==> config.mk <==
export PLATFORM = sky130hd
export DESIGN_NAME = two_wire_sensor_read_master_unit
export DESIGN_NICKNAME = d
export VERILOG_FILES = /design/src/rtl/core/twsrm_pkg.sv /design/src/rtl/core/twsrm_seq.sv /design/src/rtl/core/twsrm_out.sv /design/src/rtl/core/two_wire_sensor_read_master_unit.sv
export SDC_FILE = /design/constraint.sdc
export NUM_CORES = 1
export LEC_CHECK = 0
export ABC_AREA = 1
export BUFFER_PORTS_ARGS = -buffer_cell sky130_fd_sc_hd__buf_4
export CORE_MARGIN = 4
export CORE_UTILIZATION = 60
export DETAILED_ROUTE_END_ITERATION = 8
export PLACE_DENSITY = 0.84
export RECOVER_POWER = 25
export SETUP_SLACK_MARGIN = 0.02
export SYNTH_ARGS = -nofsm -noshare
export SYNTH_HDL_FRONTEND = slang
export SYNTH_SLANG_ARGS = --single-unit
==> constraint.sdc <==
create_clock -name clk_i -period 4.1 [get_ports clk_i]
set_input_delay 0.41 -clock clk_i [delete_from_list [all_inputs] [get_ports clk_i]]
set_output_delay 0.41 -clock clk_i [all_outputs]
set_load 0.03 [all_outputs]
==> src/rtl/core/twsrm_pkg.sv <==
package twsrm_pkg;

  localparam int unsigned CmdW   = 8;
  localparam int unsigned ValueW = 16;
  localparam int unsigned LimitW = 16;
  localparam int unsigned CountW = 4;

  // Opcodes carried by each tick
  localparam logic [1:0] OP_TICK  = 2'd0;
  localparam logic [1:0] OP_TEMP  = 2'd1;
  localparam logic [1:0] OP_HUMID = 2'd2;

  // Sensor commands
  localparam logic [CmdW-1:0] CMD_TEMPERATURE = 8'b0000_0011;
  localparam logic [CmdW-1:0] CMD_HUMIDITY    = 8'b0000_0101;

  localparam logic [LimitW-1:0] WAIT_LIMIT_RESET = 16'd1000;
  localparam logic [LimitW-1:0] WAIT_COUNT_MAX   = 16'hFFFF;

  // Bit counts at which the read sequence turns
  localparam logic [CountW-1:0] BITS_PER_BYTE = 4'd8;
  localparam logic [CountW-1:0] BITS_WRAPPED  = 4'd0;

  // One result per tick
  typedef struct packed {
    logic              clock_out;
    logic              data_out;
    logic              data_drive;
    logic              busy_res;
    logic              done_res;
    logic [ValueW-1:0] raw_value;
    logic              timed_out;
  } result_t;

endpackage

==> src/rtl/core/twsrm_seq.sv <==
module twsrm_seq (
  input  logic                     clk_i,
  input  logic                     rst_ni,
  input  logic                     cfg_we_i,
  input  logic [15:0]              cfg_wdata_i,
  input  logic                     accept_i,
  input  logic [1:0]               opcode_i,
  input  logic                     data_in_i,
  output twsrm_pkg::result_t       res_o
);
  import twsrm_pkg::*;

  typedef enum logic [4:0] {
    PH_IDLE = 5'd0,
    PH_S0   = 5'd1,
    PH_S1   = 5'd2,
    PH_S2   = 5'd3,
    PH_S3   = 5'd4,
    PH_S4   = 5'd5,
    PH_S5   = 5'd6,
    PH_S6   = 5'd7,
    PH_CSET = 5'd8,
    PH_CHI  = 5'd9,
    PH_ALO  = 5'd10,
    PH_AHI  = 5'd11,
    PH_WAIT = 5'd12,
    PH_RHI  = 5'd13,
    PH_RLO  = 5'd14,
    PH_MSET = 5'd15,
    PH_MHI  = 5'd16,
    PH_MLO  = 5'd17,
    PH_ESET = 5'd18,
    PH_EHI  = 5'd19
  } phase_e;

  phase_e              phase_q, phase_d;
  logic [CountW-1:0]   bits_q, bits_d;
  logic [CmdW-1:0]     cmd_q, cmd_d;
  logic [ValueW-1:0]   shift_q, shift_d;
  logic [LimitW-1:0]   wait_q, wait_d;
  logic [LimitW-1:0]   wait_inc;
  logic [LimitW-1:0]   limit_q;
  logic                tout_q, tout_d;
  logic [ValueW-1:0]   last_q, last_d;
  logic                done;
  logic                clk_l, dat_l, drv_l;

  assign wait_inc = (wait_q != WAIT_COUNT_MAX) ? wait_q + 16'd1 : wait_q;

  always_comb begin
    phase_d = phase_q;
    bits_d  = bits_q;
    cmd_d   = cmd_q;
    shift_d = shift_q;
    wait_d  = wait_q;
    tout_d  = tout_q;
    last_d  = last_q;
    done    = 1'b0;
    case (phase_q)
      PH_IDLE: begin
        if (opcode_i == OP_TEMP || opcode_i == OP_HUMID) begin
          cmd_d   = (opcode_i == OP_TEMP) ? CMD_TEMPERATURE : CMD_HUMIDITY;
          bits_d  = '0;
          wait_d  = '0;
          tout_d  = 1'b0;
          phase_d = PH_S0;
        end
      end
      PH_S0, PH_S1, PH_S2, PH_S3, PH_S4, PH_S5, PH_S6, PH_CSET,
      PH_ALO, PH_MSET, PH_MHI, PH_ESET: begin
        phase_d = phase_e'(phase_q + 5'd1);
      end
      PH_CHI: begin
        cmd_d   = {cmd_q[CmdW-2:0], 1'b0};
        bits_d  = bits_q + 4'd1;
        phase_d = (bits_d == BITS_PER_BYTE) ? PH_ALO : PH_CSET;
      end
      PH_AHI: phase_d = PH_WAIT;
      PH_WAIT: begin
        if (!data_in_i) begin
          bits_d  = '0;
          phase_d = PH_RHI;
        end else begin
          wait_d = wait_inc;
          if (wait_inc >= limit_q) begin
            tout_d  = 1'b1;
            bits_d  = '0;
            phase_d = PH_RHI;
          end
        end
      end
      PH_RHI: begin
        shift_d = {shift_q[ValueW-2:0], data_in_i};
        bits_d  = bits_q + 4'd1;
        phase_d = PH_RLO;
      end
      PH_RLO: begin
        if (bits_q == BITS_PER_BYTE) begin
          phase_d = PH_MSET;
        end else if (bits_q == BITS_WRAPPED) begin
          phase_d = PH_ESET;
        end else begin
          phase_d = PH_RHI;
        end
      end
      PH_MLO: phase_d = PH_RHI;
      PH_EHI: begin
        last_d  = shift_q;
        done    = 1'b1;
        phase_d = PH_IDLE;
      end
      default: phase_d = PH_IDLE;
    endcase
  end

  // Line levels for the phase just entered
  always_comb begin
    clk_l = 1'b0;
    dat_l = 1'b0;
    drv_l = 1'b0;
    case (phase_d)
      PH_S0:   begin dat_l = 1'b1; drv_l = 1'b1; end
      PH_S1:   begin clk_l = 1'b1; dat_l = 1'b1; drv_l = 1'b1; end
      PH_S2:   begin clk_l = 1'b1; drv_l = 1'b1; end
      PH_S3:   drv_l = 1'b1;
      PH_S4:   begin clk_l = 1'b1; drv_l = 1'b1; end
      PH_S5:   begin clk_l = 1'b1; dat_l = 1'b1; drv_l = 1'b1; end
      PH_S6:   begin dat_l = 1'b1; drv_l = 1'b1; end
      PH_CSET: begin dat_l = cmd_d[CmdW-1]; drv_l = 1'b1; end
      PH_CHI:  begin clk_l = 1'b1; dat_l = cmd_d[CmdW-1]; drv_l = 1'b1; end
      PH_AHI:  clk_l = 1'b1;
      PH_RHI:  clk_l = 1'b1;
      PH_MSET: drv_l = 1'b1;
      PH_MHI:  begin clk_l = 1'b1; drv_l = 1'b1; end
      PH_MLO:  drv_l = 1'b1;
      PH_ESET: begin dat_l = 1'b1; drv_l = 1'b1; end
      PH_EHI:  begin clk_l = 1'b1; dat_l = 1'b1; drv_l = 1'b1; end
      default: begin
        clk_l = 1'b0;
        dat_l = 1'b0;
        drv_l = 1'b0;
      end
    endcase
    // hold data high with clock low on the finishing tick
    if (done) begin
      clk_l = 1'b0;
      dat_l = 1'b1;
      drv_l = 1'b1;
    end
  end

  always_comb begin
    res_o.clock_out  = clk_l;
    res_o.data_out   = dat_l;
    res_o.data_drive = drv_l;
    res_o.busy_res   = (phase_d != PH_IDLE);
    res_o.done_res   = done;
    res_o.raw_value  = last_d;
    res_o.timed_out  = tout_d;
  end

  always_ff @(posedge clk_i or negedge rst_ni) begin
    if (!rst_ni) begin
      phase_q <= PH_IDLE;
      bits_q  <= '0;
      cmd_q   <= '0;
      shift_q <= '0;
      wait_q  <= '0;
      tout_q  <= 1'b0;
      last_q  <= '0;
      limit_q <= WAIT_LIMIT_RESET;
    end else begin
      if (cfg_we_i) begin
        limit_q <= cfg_wdata_i;
      end
      if (accept_i) begin
        phase_q <= phase_d;
        bits_q  <= bits_d;
        cmd_q   <= cmd_d;
        shift_q <= shift_d;
        wait_q  <= wait_d;
        tout_q  <= tout_d;
        last_q  <= last_d;
      end
    end
  end

endmodule

==> src/rtl/core/twsrm_out.sv <==
module twsrm_out (
  input  logic               clk_i,
  input  logic               rst_ni,
  input  logic               in_valid_i,
  output logic               in_stall_o,
  output logic               accept_o,
  input  twsrm_pkg::result_t res_i,
  output logic               out_valid_o,
  input  logic               out_stall_i,
  output twsrm_pkg::result_t res_o
);
  import twsrm_pkg::*;

  logic    valid_q;
  result_t res_q;

  // take a new tick when the register is empty or drains this cycle
  assign in_stall_o  = valid_q && out_stall_i;
  assign accept_o    = in_valid_i && !in_stall_o;
  assign out_valid_o = valid_q;
  assign res_o       = res_q;

  always_ff @(posedge clk_i or negedge rst_ni) begin
    if (!rst_ni) begin
      valid_q <= 1'b0;
    end else if (accept_o) begin
      valid_q <= 1'b1;
    end else if (!out_stall_i) begin
      valid_q <= 1'b0;
    end
  end

  always_ff @(posedge clk_i) begin
    if (accept_o) begin
      res_q <= res_i;
    end
  end

endmodule

==> src/rtl/core/two_wire_sensor_read_master_unit.sv <==
// Bit-level master for a two-wire humidity/temperature sensor. Every input
// transaction is one bit-clock phase tick carrying an opcode and the sampled
// data line; every tick yields exactly one result transaction with the clock
// and data levels to drive next, busy/done status, the last raw 16-bit reading
// and the timeout flag. Opcode 1 starts a temperature read and 2 a humidity
// read; both are ignored while busy. A read sends the start pattern and the
// command MSB first, clocks the sensor ack, then polls for data low up to
// wait_limit ticks (written through cfg_we_i/cfg_wdata_i by the user only while
// idle, not enforced by the block; reset value 1000) before reading two bytes
// with a master ack and a closing clock with data high. Rate: one tick per
// clock cycle unless the receiver stalls; the sequencer's phase register
// advances once per tick, and a single result register parts the two channels.
module two_wire_sensor_read_master_unit (
  input  logic        clk_i,
  input  logic        rst_ni,
  input  logic        cfg_we_i,
  input  logic [15:0] cfg_wdata_i,
  input  logic        in_valid_i,
  output logic        in_stall_o,
  input  logic [1:0]  opcode_i,
  input  logic        data_in_i,
  output logic        out_valid_o,
  input  logic        out_stall_i,
  output logic        clock_out_o,
  output logic        data_out_o,
  output logic        data_drive_o,
  output logic        busy_res_o,
  output logic        done_res_o,
  output logic [15:0] raw_value_o,
  output logic        timed_out_o
);
  import twsrm_pkg::*;

  logic    accept;
  result_t res_next;
  result_t res_reg;

  // Sequencer: advance one phase per accepted tick
  twsrm_seq u_seq (
    .clk_i      (clk_i),
    .rst_ni     (rst_ni),
    .cfg_we_i   (cfg_we_i),
    .cfg_wdata_i(cfg_wdata_i),
    .accept_i   (accept),
    .opcode_i   (opcode_i),
    .data_in_i  (data_in_i),
    .res_o      (res_next)
  );

  // Result register: hold the result while the far side stalls
  twsrm_out u_out (
    .clk_i      (clk_i),
    .rst_ni     (rst_ni),
    .in_valid_i (in_valid_i),
    .in_stall_o (in_stall_o),
    .accept_o   (accept),
    .res_i      (res_next),
    .out_valid_o(out_valid_o),
    .out_stall_i(out_stall_i),
    .res_o      (res_reg)
  );

  assign clock_out_o  = res_reg.clock_out;
  assign data_out_o   = res_reg.data_out;
  assign data_drive_o = res_reg.data_drive;
  assign busy_res_o   = res_reg.busy_res;
  assign done_res_o   = res_reg.done_res;
  assign raw_value_o  = res_reg.raw_value;
  assign timed_out_o  = res_reg.timed_out;

endmodule

* After elaboration in Yosys (flattened, before gate mapping) *
Index checks and enable logic that the tools add are counted.

operators by class
  $add $sub $neg = 3
  order comparisons = 1
  equality and inequality tests = 44
  multiplexer cells = 29
  reduce and logical (&&, ||, !) cells = 20

operators by type and width
  kind                   number
  $eq 5x4->1 const B     13
  $mux 16                4
  $eq 5x3->1 const B     8
  $eq 5x5->1 const B     8
  $pmux 5 s8             1
  $pmux 16 s2            1
  $mux 5                 5
  $eq 5x2->1 const B     4
  $add 16x1->16 const B  1
  $ge 16x16->1           1
  $ne 16x16->1 const B   1
  $pmux 8 s2             1
  $reduce_or 14->1       1
  $mux 4                 3
  $pmux 4 s3             1
  $reduce_or 12->1       1
  $eq 5x1->1 const B     2
  $reduce_or 9->1        1
  $eq 4x4->1 const B     2
  $mux 1                 8
  $mux 8                 1
  $reduce_and 4->1       2
  $reduce_or 6->1        1
  $add 5x1->5 const B    1
  20 further kinds       25

word-level totals
  bits in registers = 105
  input port bits = 24
  output and inout port bits = 24
  logic and storage cells = 114

* Depth between registers and ports, before layout *
  word-level depth = 9
  mapped depth = 28
  mapped depth without buffers = 28

* Modules after synthesis *
A second synthesis with hierarchy kept.

unflattened totals
  cell total of the unflattened synthesis = 662
  area total of the unflattened synthesis = 5634.2 µm²

by module, submodules not included
  module     times used  cells each  area each (µm²)  sequential area each (µm²)
  twsrm_seq  1           634         4928.5           2059.5
  twsrm_out  1           28          705.7            685.7

* Worst setup path before layout *
Ideal clock, no wire load.

  path type = reg-to-reg
  start = register u_seq.wait_q[0]
  end = register u_out.res_q (netlist bit u_out.res_o[19]), data pin
  library setup time = 0.264 ns
  data arrival time = 2.991 ns
  required time = 3.836 ns
  slack = 0.844 ns
  cell stages (with the launch flop) = 27
  buffers on the path = 0
  period minus slack after synthesis = 3.256 ns
  path through = dfrtp_1 -> ha_1 -> inv_1 -> nor3_2 -> nand3_1 -> nor3_2 -> nand3_2 -> nor2_4 -> nor2_1 -> nand3_1 -> xor2_1 -> inv_1 -> ha_1 -> nand2_1 -> nor2_1 -> and2_1 -> nor2_1 -> nand2_1 -> nand2_1 -> nand3_1 -> nand2_1 -> nand2_2 -> nand2_4 -> o21ai_0 -> nand2_1 -> nor2_1 -> nand4_1

on the way
  longest elaborated chain between the ends = 9
  elaborated cells on any way between the ends = 23
  those cells by class = add/sub: 1; order compare: 1; eq/ne: 15; mux: 5; reduce/logical: 1

ends and longest elaborated chain
  what                                           RTL line          RTL
  start, declared                                twsrm_seq.sv:40   logic [LimitW-1:0] wait_q, wait_d;
  start signal, assigned                         twsrm_seq.sv:181  wait_q <= wait_d;
  $add 16x1->16 or $ne 16x16->1 (tied branches)  twsrm_seq.sv:48   assign wait_inc = (wait_q != WAIT_COUNT_MAX) ? wait_q + 16'd1 : wait_q;
  $mux 16 (*)                                    twsrm_seq.sv:48
  $ge 16x16->1 (*)                               twsrm_seq.sv:85   if (wait_inc >= limit_q) begin
  $mux 5 (*)                                     twsrm_seq.sv:85
  $mux 5 (*)                                     twsrm_seq.sv:80   if (!data_in_i) begin
  $pmux 5 s8 (*)                                 twsrm_seq.sv:59   case (phase_q)
  $eq 5x1->1 (tied with other cells)             twsrm_seq.sv:121  case (phase_d)
  $reduce_or 14->1 (no line) (*)                 -
  $mux 1 (*)                                     twsrm_seq.sv:121
  end signal, assigned                           twsrm_out.sv:35   res_q <= res_i;
  end, declared                                  twsrm_out.sv:15   result_t res_q;

Every way passes the cells marked *; elsewhere a longest branch is shown, timed or not.
A chain may end at the register's enable or synchronous reset.

* Worst setup path after layout *
Ends and elaborated chain as after synthesis.

==> results.tsv <==
stage	metric	value	unit
global_route	grt_max_degree	84	
global_route	grt_pass1_vias	4342	
timing	drv_slew	84	
clocking	hold_buffers	0	
worst_setup_path	cp_num_cells	21	
timing	hold_viol_final	0	
cells_and_area	fin_area	6223	um^2
clocking	cts_max_level	3	
synth	syn_area	5564	um^2
worst_setup_path	critPathMaxStageDelay	0.41	ns
global_route	antenna_found_initial	0	
global_route	overflow	0	
die	num_rows	34	
worst_setup_path	cp_common_cell	nand2_1	
worst_setup_path	critPathSlowestCell	nor4_1	
synth	syn_inst	661	
timing	slew_headroom	-0.3667	
worst_setup_path	cp.arrival	3.90	ns
global_route	grtUsageTotal	0.2196	
placed_design	io_buffer_count	47	
clocking	cts_tree	done	
hold_path	hold_path_end	u_seq.limit_q[6]	
worst_setup_path	crit_path_start_kind	flip-flop	
outcome	violations	max-capacitance violations, max-slew violations	
cells_and_area	antenna_cells	0	
timing	min_period	3.788	ns
route	final_antenna_net_count	0	
timing	max_clock_freq	264.0	MHz
worst_setup_path	ff2ff_setup_slack	0.31	ns
die	die_h	104.3	um
pwr	power_density	509.3	nW/um^2
die	design.die.area	10880	um^2
timing	worst_slew_pin_slew	2.050	ns
worst_setup_path	r2r-end	u_out.res_o[19]	
die	io_pins	48	
die	start_util	0.6258	
worst_setup_path	crit_family	simple AND/OR/NAND/NOR gates	
placed_design	gp_routability_congestion	0.8662	
clocking	clk_latency	0.37	ns
worst_setup_path	crit_chain	ha_1, inv_1, nor3_2, nand3_2, nor3_4, inv_1, nor3_2, xor2_1, nand2_1, ha_1, nand2_1, nor4_1, nand2_1, nand3_1, nand2_2, nand2_2, nand2_4, o21ai_1, nand2_1, nor2_1, nand4_1	
clocking	cts.clk_slew.worst_paths	0.10	ns
timing	setup_viol_count_final	0	
worst_setup_path	worstSetupPathType	reg2reg	
route	drcViolationCount	0	
worst_setup_path	critPathBufInv	2	
route	wl_per_cell	13.87	um
placed_design	place_hpwl	8444	um
clocking	cts_buffers	9	
clocking	clock_sinks	105	
global_route	grt_pass1_wl	19770	um
pwr	p_seq_frac	0.448	
pwr	p_sw	0.001265	W
cells_and_area	num-nets-final	759	
synth	ys_seq_elements	105	
die	die_w	104.3	um
cells_and_area	syn_to_final_growth	11.85	%
timing	hold_ws	0.2393	ns
worst_setup_path	endpoint_kind	flip-flop	
hold_path	hold_path_class	in2reg	
route	drtPass1Iterations	7	
route	drt_iter0_drc	284	
clocking	root_buffer	clkbuf_8	
pwr	sw_frac_of_total	0.3990	
pwr	power_leakage	3.071	nW
timing	post-route-period-util	0.9238	
route	dr_total_vias	4421	
timing	finClkSkew	0.01774	ns
worst_setup_path	cp_data_required_time	4.22	ns
route	wirelength	11390	um
worst_setup_path	reg2reg_depth	21	
worst_setup_path	worst-path-max-fanout	8	
job	cap_violations	1	
synth	syn_nets	712	
synth	yosysSeqAreaShare	0.4934	
pwr	p_clk_frac	0.188	
hold_path	hp-start	cfg_wdata_i[6]	
pwr	ir_drop	0.2650	mV
pwr	power_frac_comb	0.365	
synth	ys_types	35	
pwr	power.internal	0.001905	W
route	vias_per_cell	5.385	
cells_and_area	drive_gt1_frac	0.1557	
outcome	run_status	finished with violations	
hold_path	min_path_cells	3	
die	core	8891	um^2
clocking	clk_path_buf_depth	2	
placed_design	placed_area	6011	um^2
synth	syn_avg_cell_area	8.418	um^2
synth	yosysWarningCount	0	
worst_setup_path	reg2reg_from	u_seq.wait_q[0]	
-- synth_stat cells --
cell type  count  share of area
nand2_1      161           0.11
inv_1        102          0.069
dfrtp_1       77           0.35
o21ai_0       76          0.068
nor2_1        40          0.027
nand3_1       31          0.028
ha_1          27          0.061
edfxtp_1      22           0.12
a21oi_1       17          0.015
clkbuf_1      12         0.0081
mux2_2        12          0.024
xor2_1        11          0.017
nand4_1        9          0.010
o22ai_1        9          0.010
dfstp_2        6          0.028
nand2_2        6         0.0067
nor3_1         6         0.0054
nor3_2         4         0.0072
o21ai_1        4         0.0036
inv_2          3         0.0020
nor2_2         3         0.0034
o31ai_1        3         0.0040
a21oi_2        2         0.0031
a31oi_1        2         0.0022
buf_4          2         0.0027
clkinv_1       2         0.0013
nand3_2        2         0.0036
nor2_4         2         0.0040
nor4_1         2         0.0022
a21o_1         1         0.0013
and2_1         1         0.0011
buf_1          1        0.00067
nand2_4        1         0.0020
o21ai_2        1         0.0016
xnor2_1        1         0.0016
-- kinds of logic after synthesis --
logic type | after synthesis | synth area share
mux | 12 | 0.02429
buf+inv | 122 | 0.08365
xor+xnor | 12 | 0.01889
compound gates | 115 | 0.1097
fa+ha+maj | 27 | 0.06071
flops | 105 | 0.4934
simple gates | 268 | 0.2094
-- metrics by stage --
stage / worst slack (ns) / power (W) / setup TNS [ns] / util / cells
2_1_floorplan: 0.8443 / 0.002261 / 0 / - / 661
3_3_place_gp: 0.5679 / 0.002519 / 0 / 0.6760 / 803
3_5_place_dp: 0.3825 / 0.002574 / 0 / 0.6760 / 803
4_1_cts: 0.3509 / 0.003170 / 0 / 0.6962 / 819
5_1_grt: -0.01175 / 0.003401 / -0.01175 / 0.7000 / 821
6_report: 0.3124 / 0.003170 / 0 / 0.7000 / 821
-- cells in the final DEF, fill, tap and decap left out, drive strengths merged, types with 19 or more instances in the layout --
cell type / netlist / layout
nand2: 168 / 168
inv: 105 / 107
o21ai: 81 / 81
dfrtp: 77 / 77
buf: 3 / 49
nor2: 45 / 45
nand3: 33 / 33
ha: 27 / 27
edfxtp: 22 / 22
a21oi: 19 / 19
-- state kept, by name (all words and copies together) (netlist names) --
name,cells
u_out.out_valid_o,1
u_out.res_o,22
u_seq.bits_q,4
u_seq.cmd_q,8
u_seq.last_q,16
u_seq.limit_q,16
u_seq.phase_q,5
u_seq.shift_q,16
u_seq.tout_q,1
u_seq.wait_q,16
-- worst register-to-register path, delay by kind of cell (launching register included) --
family	cells	cell delay, ns
AND/OR/NAND/NOR	15	2.18
XOR/XNOR	1	0.17
AO/OA/AOI/OAI	1	0.16
flip-flops	1	0.40
adder cells (fa/ha/maj)	2	0.46
buffers and inverters	2	0.18
-- timing repair --
| item | CTS | global route |
|---|---|---|
| gates resized for setup | 0 | 7 |
| buffers inserted | 0 | 2 |
| endpoints found under the setup margin | 0 | 4 |
-- metal layers --
| metal | vias to the layer above | share of wire | GRT usage |
|---|---|---|---|
| met5 | - | 0 | 0 |
| met4 | 0 | 0.0097 | 0.04748 |
| met3 | 12 | 0.043 | 0.05090 |
| met2 | 106 | 0.50 | 0.3649 |
| met1 | 2071 | 0.45 | 0.2950 |
| li1 | 2232 | - | - |
-- layout make-up --
class                           count  area [um^2]
Sequential cell                   105         2746
Multi-Input combinational cell    434         2385
Clock buffer                       10        127.6
Fill cell                         707         2668
Timing Repair Buffer               51        376.6
Clock inverter                      6        51.30
Tap cell                          108        135.1
Inverter                          107        401.6
-- worst max-delay path by stage --
stage | from | endpoint | slack [ns]
final | u_seq.wait_q[0] | u_out.res_o[19] | 0.31
after global routing | u_seq.wait_q[0] | u_out.res_o[19] | -0.01
after CTS | u_seq.wait_q[0] | u_out.res_o[19] | 0.35
after detailed placement | u_seq.wait_q[0] | u_out.res_o[19] | 0.38
after global placement | u_seq.wait_q[0] | u_out.res_o[19] | 0.57
after floorplan | u_seq.wait_q[0] | u_out.res_o[19] | 0.84
-- power by group through the flow --
stage                     logic [W]  clock network [W]  registers, W
after floorplan            0.000786                  0       0.00148
after global placement      0.00109                  0       0.00143
after detailed placement    0.00114                  0       0.00144
after CTS                   0.00114           0.000609       0.00142
after global routing        0.00130           0.000661       0.00144
final                       0.00116           0.000595       0.00142
No activity file was read; power rests on OpenSTA's default activity.
